`src/sscr_pkg.sv`:
```
`timescale 1ns / 1ps

package sscr_pkg;

    localparam int unsigned MEM_BYTES = 6912;
    localparam int unsigned ATTR_BASE = 6144;
    localparam int unsigned ADDR_W    = 13;

    localparam logic OP_WRITE  = 1'b0;
    localparam logic OP_RENDER = 1'b1;

    localparam logic [7:0] LVL_NORMAL = 8'd192;
    localparam logic [7:0] LVL_BRIGHT = 8'd255;
    localparam logic [7:0] LVL_TINT   = 8'd96;

    typedef struct packed {
        logic                operation;
        logic [ADDR_W-1:0]   address;
        logic [7:0]          write_data;
        logic [7:0]          row;
        logic [4:0]          column;
        logic                flash_phase;
    } t_in_item;

    typedef struct packed {
        logic [7:0] red;
        logic [7:0] green;
        logic [7:0] blue;
        logic [7:0] pixel_x;
        logic [7:0] pixel_y;
        logic       last;
    } t_out_item;

    typedef struct packed {
        logic [7:0] red;
        logic [7:0] green;
        logic [7:0] blue;
    } t_rgb;

    typedef struct packed {
        logic mem_write;
        logic load_item;
        logic rd_bitmap;
        logic rd_attr;
        logic cap_bits;
        logic cap_attr;
        logic advance;
    } t_dp_cmd;

    typedef struct packed {
        logic last_px;
    } t_dp_stat;

    // idx[0] blue, idx[1] red, idx[2] green, idx[3] bright
    function automatic logic [7:0] pal_level(input logic tinted, input logic [3:0] idx,
                                             input logic on);
        logic [7:0] lvl;
        begin
            lvl = 8'd0;
            if (on) begin
                lvl = idx[3] ? LVL_BRIGHT : LVL_NORMAL;
            end else if (tinted && idx[3] && (idx[2:0] != 3'd0)) begin
                lvl = LVL_TINT;
            end
            return lvl;
        end
    endfunction

    function automatic t_rgb pal_lookup(input logic tinted, input logic [3:0] idx);
        t_rgb c;
        begin
            c.red   = pal_level(tinted, idx, idx[1]);
            c.green = pal_level(tinted, idx, idx[2]);
            c.blue  = pal_level(tinted, idx, idx[0]);
            return c;
        end
    endfunction

endpackage

```
`src/sscr_ctrl.sv`:
```
`timescale 1ns / 1ps

module sscr_ctrl import sscr_pkg::*; (
    input  logic     i_clk,
    input  logic     i_rst_n,
    input  logic     i_in_valid,
    input  logic     i_operation,
    input  logic     i_out_ready,
    input  t_dp_stat i_stat,
    output logic     o_in_ready,
    output logic     o_out_valid,
    output t_dp_cmd  o_cmd
);

    localparam logic [2:0] S_IDLE  = 3'd0;
    localparam logic [2:0] S_RD_BM = 3'd1;
    localparam logic [2:0] S_RD_AT = 3'd2;
    localparam logic [2:0] S_LD_AT = 3'd3;
    localparam logic [2:0] S_EMIT  = 3'd4;

    logic [2:0] r_state;
    logic [2:0] n_state;
    logic       w_take;

    assign o_in_ready  = (r_state == S_IDLE);
    assign o_out_valid = (r_state == S_EMIT);
    assign w_take      = o_in_ready && i_in_valid;

    always_comb begin
        o_cmd           = '0;
        o_cmd.mem_write = w_take && (i_operation == OP_WRITE);
        o_cmd.load_item = w_take && (i_operation == OP_RENDER);
        o_cmd.rd_bitmap = (r_state == S_RD_BM);
        o_cmd.rd_attr   = (r_state == S_RD_AT);
        o_cmd.cap_bits  = (r_state == S_RD_AT);
        o_cmd.cap_attr  = (r_state == S_LD_AT);
        o_cmd.advance   = o_out_valid && i_out_ready;
    end

    always_comb begin
        n_state = r_state;
        unique case (r_state)
            S_IDLE: begin
                if (o_cmd.load_item) n_state = S_RD_BM;
            end
            S_RD_BM: n_state = S_RD_AT;
            S_RD_AT: n_state = S_LD_AT;
            S_LD_AT: n_state = S_EMIT;
            S_EMIT: begin
                if (o_cmd.advance && i_stat.last_px) n_state = S_IDLE;
            end
            default: n_state = S_IDLE;
        endcase
    end

    always_ff @(posedge i_clk) begin
        if (!i_rst_n) begin
            r_state <= S_IDLE;
        end else begin
            r_state <= n_state;
        end
    end

endmodule

```
`config.mk`:
```
export PLATFORM = sky130hd
export DESIGN_NAME = sscr_ctrl
export DESIGN_NICKNAME = d
export VERILOG_FILES = /design/src/sscr_pkg.sv /design/src/sscr_ctrl.sv
export SDC_FILE = /design/constraint.sdc
export NUM_CORES = 1
export LEC_CHECK = 0
export ABC_AREA = 0
export BUFFER_PORTS_ARGS = -buffer_cell sky130_fd_sc_hd__buf_2
export CORE_AREA = 2 2 39 41
export DETAILED_ROUTE_END_ITERATION = 10
export DIE_AREA = 0 0 41 43
export MAX_ROUTING_LAYER = met4
export PLACE_DENSITY_LB_ADDON = 0.1
export SYNTH_ARGS = -nofsm -noshare
export SYNTH_HDL_FRONTEND = slang
export SYNTH_SLANG_ARGS = --single-unit
export TNS_END_PERCENT = 10
```
`constraint.sdc`:
```
create_clock -name i_clk -period 2.2 [get_ports i_clk]
set_input_delay 0.44 -clock i_clk [delete_from_list [all_inputs] [get_ports i_clk]]
set_output_delay 0.44 -clock i_clk [all_outputs]
set_load 0.02 [all_outputs]
```
==> impl_metrics.ini, run 1 <==
[critical_path]
rr_worst_depth = 2
crit-reg2reg-launch = r_state[2]
path_class = flip-flop to output port
critical_path.startpoint_type = flip-flop
arrival_time_worst_endpoint_ns = 1.20
crit_path_max_fanout = 6
worst-r2r-setup-slack_ns = 1.24
worst_setup_path_end_kind = output port
worst_ep_required_time_ns = 1.76
rr_endpoint = r_state[2]

[power]
ir_drop_uv = 182.1
pwr-share-seq_pct = 31.1
power_frac_clock_pct = 44.4
comb_power_share_pct = 24.5
power.switching_fraction_pct = 30.30
switching_power_mw = 0.06483
power_density_nw_per_um2 = 740.3
cell_internal_pwr_mw = 0.1491
power.static_leakage_nw = 0.1530

[worst_hold_path]
worst_hold_path_startpoint = i_rst_n
hold_wc_path_type = input port to flip-flop
min_path_cells = 2
holdPathEnd = r_state[2]

[yosys]
yosys.area.top_type = dfxtp_1
postSynth.asyncResetShare_pct = 0
synth_enable_flop_cells = 0
post_synth.cell_area_avg_um2 = 9.384
synth.yosys.seq_area_share_pct = 32.00
postSynthRegisterBits = 3
synth_most_common_cell = dfxtp_1
syn_area_um2 = 187.7
synth_cell_type_count = 15
syn_nets = 26
dominantRegCellSynth = dfxtp_1
yosys_warnings = 0
netlist.area_leader.share_pct = 32.00
synthesis.instances = 20
post_synth_main_area_contributors = dfxtp_1, and3b_1, buf_4
synth.cells.most_frequent = dfxtp_1, and3b_1, buf_4, nor3b_1

[layout]
final_layout_size_suffix_gt1_share_pct = 52.78
seqCellArea_um2 = 60.06
layout.cells.non_filler = 52
largest_register_ffs = 3
area_growth_pct = 54.00
largest-register = r_state
stdcell_area_um2 = 289.0
filler_cell_count = 168
combined_area_of_the_multi_input_logic_cells_um2 = 112.6
reg_top3 = r_state (3)
antennaDiodeCount = 0
final_nets = 43

[sta]
clock.fmax_ghz = 0.6089
period_share_pct = 74.65
max_slew_margin_pct = 82.65
max_slew_vio_count = 0
skew_ns = 0.001652
period_minus_slack_ns = 1.642
report.final.setup_viol = 0
tightestPinTransition_ns = 0.2599
final_hold_viol_count = 0
finalSetupTns_ns = 0
rsz0062_at_grt = no

[detailed_routing]
ant_nets = 0
detail_route.wirelength_um = 472
via_per_inst = 4.019
drt-pass1-iter-count = 2
detail_route.iter0.violations = 1
drcViolationCount = 0
vias = 209
routedWlPerCell_um = 9.077

[cts]
post_cts_setup_inserts = 0
clk_pin_slew_worst_paths_ns = 0.03
insertion_delay_of_the_later_clocked_pin_in_the_worst_skew_pair_ns = 0.23
clock_path_buffers = 2
cts_tree = built
post_cts_hold_buffer_count = 0
postCtsResizedCells = 0
cts-buffers-inserted = 3
clkSinkCount = 3
clockRootBuffer = clkbuf_4
htree_levels = 1

[status]
outcome = completed

[placed_design]
place_inst = 48
port_buffers = 14
globalplace.congestion = 0.5742
postPlaceCellArea_um2 = 262.8

[global_route]
grt_overflow_total = 0
grt_first_pass_wirelength_um = 690
grt_max_degree = 8
antenna_found_initial = 0
groute.usage.overall_pct = 7.091
first_global_vias = 171

[job]
cap_viol_max_count = 0

[die]
die_x_um = 41
io_pins = 15
placement_row_count = 14
effective_utilization_at_floorplan_pct = 13.56
design.core.area_um2 = 1384
die_y_um = 43
die_outline_area_um2 = 1763
==> worst max-delay path, stage by stage (launching register included) <==
cell	delay, ns
dfxtp_1	0.40
nor3b_2	0.27
and2_1	0.15
buf_2	0.16
==> metal layers <==
layer	vias to the layer above	share of wire [%]	GRT usage, %
met4	0	0	8.000
li1	103	-	-
met2	15	42	7.500
met1	91	45	6.731
met3	0	13	6.283
met5	-	0	-
==> kinds of logic after synthesis <==
kind of cell,count (synthesis),share of synthesized area [%]
compound gates,3,11.33
xor+xnor,1,4.668
buf+inv,2,7.998
flops,3,32.00
simple gates,11,44.00
==> power by group through the flow <==
stage                     registers (mW)  logic [mW]  clock network (mW)
after global routing              0.0674      0.0573               0.112
final                             0.0666      0.0524              0.0949
after CTS                         0.0668      0.0536               0.100
after floorplan                   0.0660      0.0375                   0
after global placement            0.0674      0.0534                   0
after detailed placement          0.0677      0.0534                   0
==> layout make-up <==
type	instances	area share [%]
tap	16	6.926
sequential	3	20.78
multi-input combinational	15	38.96
timing repair buffer	14	24.24
clock buffer	4	9.091
==> worst max-delay path by stage <==
stage	startpoint	end	slack (ns)	cells past startpoint
4_1_cts	r_state[2]	o_cmd[0]	0.53	3
5_1_grt	r_state[2]	o_cmd[0]	0.44	3
6_report	r_state[2]	o_cmd[0]	0.56	3
3_5_place_dp	r_state[2]	o_cmd[0]	0.78	3
2_1_floorplan	r_state[1]	o_cmd[3]	0.46	2
3_3_place_gp	r_state[2]	o_cmd[0]	0.80	3
==> through the flow <==
stage	hold slack, ns	utilization [%]	total power [mW]	worst slack [ns]
floorplan	0.5449	-	0.1035	0.4623
global placement	0.6002	18.99	0.1208	0.8006
detailed placement	0.5996	18.99	0.1211	0.7816
CTS	0.4735	20.89	0.2208	0.5262
global route	0.4767	20.89	0.2368	0.4431
finish	0.4800	20.89	0.2140	0.5576
==> placed cells by master (no fill, tap or decap) <==
cell      instances
nand2b_1          1
nor3_1            1
xnor2_1           1
buf_2            14
and3_1            1
a21boi_0          1
nor2_1            1
clkbuf_4          3
a21oi_1           1
nor3b_1           2
a22o_1            1
clkbuf_1          1
dfxtp_1           3
nor3_2            1
and2_1            1
and3b_1           2
nor3b_2           1
Power figures use the tool's default switching activity.
==> run 2, diff against run 1 <==
--- a/config.mk
+++ b/config.mk
@@ -5,7 +5,7 @@
 export SDC_FILE = /design/constraint.sdc
 export NUM_CORES = 1
 export LEC_CHECK = 0
-export ABC_AREA = 0
+export ABC_AREA = 1
 export BUFFER_PORTS_ARGS = -buffer_cell sky130_fd_sc_hd__buf_2
 export CORE_AREA = 2 2 39 41
 export DETAILED_ROUTE_END_ITERATION = 10
==> constraint.sdc (replaced) <==
create_clock -name i_clk -period 1.6 [get_ports i_clk]
set_input_delay 0.32 -clock i_clk [delete_from_list [all_inputs] [get_ports i_clk]]
set_output_delay 0.32 -clock i_clk [all_outputs]
set_load 0.02 [all_outputs]
==> run 2 against run 1 <==
Against the previous run: final cell count up 21%; sequential cell count unchanged; critical path type unchanged; sequential share of layout area is 1.3 points lower; largest cell class unchanged.
==> impl_metrics.ini, run 2 <==
[global_route]
grt_overflow_total = 0
antenna_found_initial = 0
grt_max_degree = 5
first_global_vias = 202
groute.usage.overall_pct = 6.166
grt_first_pass_wirelength_um = 703

[yosys]
yosys_warnings = 0
yosys.area.top_type = dfxtp_1
syn_area_um2 = 207.7
syn_nets = 37
postSynthRegisterBits = 3
synthesis.instances = 31
synth_enable_flop_cells = 0
dominantRegCellSynth = dfxtp_1
postSynth.asyncResetShare_pct = 0
post_synth_main_area_contributors = dfxtp_1, inv_1, nand3_1
synth.cells.most_frequent = inv_1, nor2_1, dfxtp_1, nand3_1
netlist.area_leader.share_pct = 28.92
synth_most_common_cell = inv_1
synth_cell_type_count = 14
post_synth.cell_area_avg_um2 = 6.700
synth.yosys.seq_area_share_pct = 28.92

[critical_path]
path_class = flip-flop to output port
arrival_time_worst_endpoint_ns = 1.16
rr_worst_depth = 4
rr_endpoint = r_state[0]
worst_setup_path_end_kind = output port
timing.critical_path.to = o_cmd[6]
worst-r2r-setup-slack_ns = 0.70
crit_path_max_fanout = 4
worst_ep_required_time_ns = 1.28
startpoint = r_state[0]
critical_path.startpoint_type = flip-flop
crit-reg2reg-launch = r_state[1]

[die]
design.core.area_um2 = 1384
die_outline_area_um2 = 1763
io_pins = 15
effective_utilization_at_floorplan_pct = 15.01
placement_row_count = 14
die_x_um = 41
die_y_um = 43

[layout]
largest_register_ffs = 3
antennaDiodeCount = 0
area_growth_pct = 48.80
layout.cells.non_filler = 63
reg_top3 = r_state (3)
final_nets = 54
most-common-layout-cells = buf_2, inv_1, nor2_1
final_layout_size_suffix_gt1_share_pct = 53.19
filler_cell_count = 167
largest-register = r_state
most_common_cell_after_layout_fill_and_taps_aside = buf_2

[sta]
report.final.setup_viol = 0
rsz0062_at_grt = no
finalSetupTns_ns = 0
whs_ns = 0.3214
tightestPinTransition_ns = 0.2016
final_hold_viol_count = 0
skew_ns = 0.004271
period_share_pct = 92.21
period_minus_slack_ns = 1.475
max_slew_vio_count = 0
max_slew_margin_pct = 86.48
clock.fmax_ghz = 0.6778

[worst_hold_path]
worst_hold_path_startpoint = i_rst_n
hold_wc_path_type = input port to flip-flop

[power]
ir_drop_uv = 221.0
power.static_leakage_nw = 0.1891
power_density_nw_per_um2 = 1170

[cts]
clkSinkCount = 3
insertion_delay_of_the_later_clocked_pin_in_the_worst_skew_pair_ns = 0.23
clk_pin_slew_worst_paths_ns = 0.04
postCtsResizedCells = 0
post_cts_setup_inserts = 0
clockRootBuffer = clkbuf_4
clock_path_buffers = 2
cts-buffers-inserted = 3
post_cts_hold_buffer_count = 0
htree_levels = 1
cts_tree = built

[job]
cap_viol_max_count = 0

[detailed_routing]
detail_route.iter0.violations = 2
via_per_inst = 3.651
detail_route.wirelength_um = 460
drcViolationCount = 0
routedWlPerCell_um = 7.302
drt-pass1-iter-count = 2
vias = 230
ant_nets = 0

[status]
outcome = completed

[placed_design]
port_buffers = 14
globalplace.congestion = 0.6001
place_inst = 59
[run 2: cell count changes after synthesis, sizes merged, moves of 2 or more]
cell / change
nand3: +3
nand2: +4
and3b: -2
nor3b: -3
nor2: +4
inv: +9
[run 2: cell families (layout without fill, tap and decap cells)]
| kind of cell | count (synthesis) | in the layout | synth area share, % |
|---|---|---|---|
| DFF | 3 | 3 | 28.92 |
| buffers and inverters | 11 | 27 | 23.49 |
| and+or+nand+nor | 14 | 14 | 35.54 |
| AOI/OAI and AO/OA | 3 | 3 | 12.05 |
[run 2: metrics by stage]
| step | instance area (um2) | power [mW] | utilization (%) | worst slack [ns] |
|---|---|---|---|---|
| 5_1_grt | 309.0 | 0.3896 | 22.33 | 0.02743 |
| 3_3_place_gp | 282.8 | 0.2363 | 20.43 | 0.3132 |
| 2_1_floorplan | 207.7 | 0.1973 | - | 0.1875 |
| 6_report | 309.0 | 0.3615 | 22.33 | 0.1246 |
| 3_5_place_dp | 282.8 | 0.2337 | 20.43 | 0.3539 |
| 4_1_cts | 309.0 | 0.3714 | 22.33 | 0.09985 |
[run 2: critical path, stage by stage (launching register included)]
cell and delay [ns]:
dfxtp_1 0.33, inv_1 0.07, nand2_2 0.06, nor2_2 0.13
nand2_1 0.08, nor2_1 0.08, buf_2 0.16
[run 2: worst min-delay path by stage]
stage	cells past startpoint	endpoint
final	2	r_state[1]
after global routing	2	r_state[1]
after CTS	2	r_state[1]
after detailed placement	2	r_state[1]
after global placement	2	r_state[1]
after floorplan	1	r_state[1]
[run 2: cell type report]
class | count | area, um2 | area share [%]
sequential | 3 | 60.06 | 19.43
timing repair buffer | 14 | 70.07 | 22.67
multi-input combinational | 17 | 98.84 | 31.98
tap | 16 | 20.02 | 6.478
clock buffer | 4 | 26.28 | 8.502
inverter | 9 | 33.78 | 10.93
[run 2: power breakdown]
group	leakage, nW	internal (mW)	switching (mW)
Clock	0.0150	0.0933	0.0377
Sequential	0.0246	0.0854	0.0116
Combinational	0.150	0.0471	0.0864
[run 2: metal layers]
| metal | vias up | GRT usage, % | share of wire, % |
|---|---|---|---|
| met4 | 0 | 4.000 | 0 |
| met3 | 0 | 3.141 | 5.2 |
| met2 | 6 | 8.750 | 52 |
| li1 | 121 | - | - |
| met5 | - | - | 0 |
| met1 | 103 | 6.410 | 42 |
==> run 3, diff against run 2 <==
--- a/config.mk
+++ b/config.mk
@@ -8,6 +8,7 @@
 export ABC_AREA = 1
 export BUFFER_PORTS_ARGS = -buffer_cell sky130_fd_sc_hd__buf_2
 export CORE_AREA = 2 2 39 41
+export CTS_BUF_LIST = sky130_fd_sc_hd__clkbuf_8
 export DETAILED_ROUTE_END_ITERATION = 10
 export DIE_AREA = 0 0 41 43
 export MAX_ROUTING_LAYER = met4
==> run 3 against run 2 <==
Against the previous run: largest power group is now clock; global-route usage shrank 0.10 points; sequential share of layout area shrank 1.1 points; largest cell class unchanged; critical path type unchanged; register-to-register slack is essentially flat; via count shrank 0.87%; power grew 21%.
==> impl_metrics.ini, run 3 (synthesis results as in run 2) <==
[status]
outcome = completed

[critical_path]
arrival_time_worst_endpoint_ns = 1.13
worst_setup_path_end_kind = output port
rr_endpoint = r_state[0]
crit-reg2reg-launch = r_state[1]
crit_path_max_fanout = 4
path_class = flip-flop to output port
worst_ep_required_time_ns = 1.28
critical_path.startpoint_type = flip-flop
worst-r2r-setup-slack_ns = 0.70
rr_worst_depth = 4

[die]
die_x_um = 41
placement_row_count = 14
die_y_um = 43
io_pins = 15
design.core.area_um2 = 1384
die_outline_area_um2 = 1763
effective_utilization_at_floorplan_pct = 15.01

[worst_hold_path]
min_path_cells = 2
holdPathEnd = r_state[1]
worst_hold_path_startpoint = i_rst_n
hold_wc_path_type = input port to flip-flop

[global_route]
grt_first_pass_wirelength_um = 683
antenna_found_initial = 0
global_route.usage.met1_pct = 6.410
grt_max_degree = 5
globalRouteMet3Util_pct = 4.712
first_global_vias = 194
grt_overflow_total = 0
globalRouteMet2Util_pct = 8.438
top_usage_layer = met2
groute.usage.overall_pct = 6.064

[sta]
max_slew_vio_count = 0
finalSetupTns_ns = 0
rsz0062_at_grt = no
period_share_pct = 90.93
final_critical_path_setup_slack_ns = 0.1452
clock.fmax_ghz = 0.6874
report.final.setup_viol = 0
whs_ns = 0.3408
skew_ns = 0.005295
max_slew_margin_pct = 86.48
tightestPinTransition_ns = 0.2017
final_hold_viol_count = 0
period_minus_slack_ns = 1.455

[cts]
cts_tree = built
post_cts_hold_buffer_count = 0
clockRootBuffer = clkbuf_8
post_cts_setup_inserts = 0
insertion_delay_of_the_later_clocked_pin_in_the_worst_skew_pair_ns = 0.21
postCtsResizedCells = 0
clkSinkCount = 3
htree_levels = 1
clock_path_buffers = 2
cts-buffers-inserted = 3
clk_pin_slew_worst_paths_ns = 0.03

[layout]
antennaDiodeCount = 0
final_nets = 54
most_common_cell_after_layout_fill_and_taps_aside = buf_2
most-common-layout-cells = buf_2, inv_1, nor2_1
largest-register = r_state
finalCoreUtilization_pct = 23.69
filler_cell_count = 167
stdcell_area_um2 = 327.8
largest_register_ffs = 3
final_layout_size_suffix_gt1_share_pct = 53.19
area_growth_pct = 57.83
layout.cells.non_filler = 63
reg_top3 = r_state (3)

[detailed_routing]
vias = 228
detail_route.iter0.violations = 2
detail_route.wirelength_um = 453
ant_nets = 0
via_per_inst = 3.619
drt-pass1-iter-count = 3
routedWlPerCell_um = 7.190
drcViolationCount = 0

[power]
power_density_nw_per_um2 = 1339
power.static_leakage_nw = 0.2010
total_power_mw = 0.4389
ir_drop_uv = 347.7

[placed_design]
postPlaceCellArea_um2 = 282.8
globalplace.congestion = 0.6001
port_buffers = 14
place_inst = 59
post-place-ws_ns = 0.3539

[job]
cap_viol_max_count = 0
[run 3: cell count changes in the layout (fill, tap and decap cells not counted), sizes merged]
cell / delta
inv: +1
clkbuf: -1
[run 3: area by class of cell]
type	instances	area [um2]	share of cell area (%)
timing repair buffer	14	70.07	21.37
clock buffer	3	41.29	12.60
tap	16	20.02	6.107
sequential	3	60.06	18.32
multi-input combinational	17	98.84	30.15
clock inverter	1	3.754	1.145
inverter	9	33.78	10.31
[run 3: layer usage]
layer / share of wire [%] / vias up
li1: - / 120
met5: 0 / -
met4: 0 / 0
met3: 8.4 / 0
met1: 41 / 100
met2: 51 / 8
[run 3: how the worst max path moves through the flow]
stage,startpoint,to,slack (ns),cells past startpoint
6_report,r_state[0],o_cmd[6],0.15,6
2_1_floorplan,r_state[0],o_cmd[5],0.19,5
3_3_place_gp,r_state[0],o_cmd[5],0.31,6
5_1_grt,r_state[0],o_cmd[5],0.05,6
3_5_place_dp,r_state[0],o_cmd[6],0.35,6
4_1_cts,r_state[0],o_cmd[6],0.12,6
[run 3: power by group]
| group | switching (mW) | total (mW) | internal, mW |
|---|---|---|---|
| Sequential | 0.0115 | 0.0970 | 0.0856 |
| Combinational | 0.0865 | 0.134 | 0.0471 |
| Clock | 0.0455 | 0.208 | 0.163 |
| Total | 0.143 | 0.439 | 0.296 |
[run 3: critical path: stages (launching register included)]
cell and delay [ns]:
dfxtp_1 0.33, inv_1 0.07, nand2_2 0.06, nor2_2 0.13, nand2_1 0.08, nor2_1 0.08, buf_2 0.16
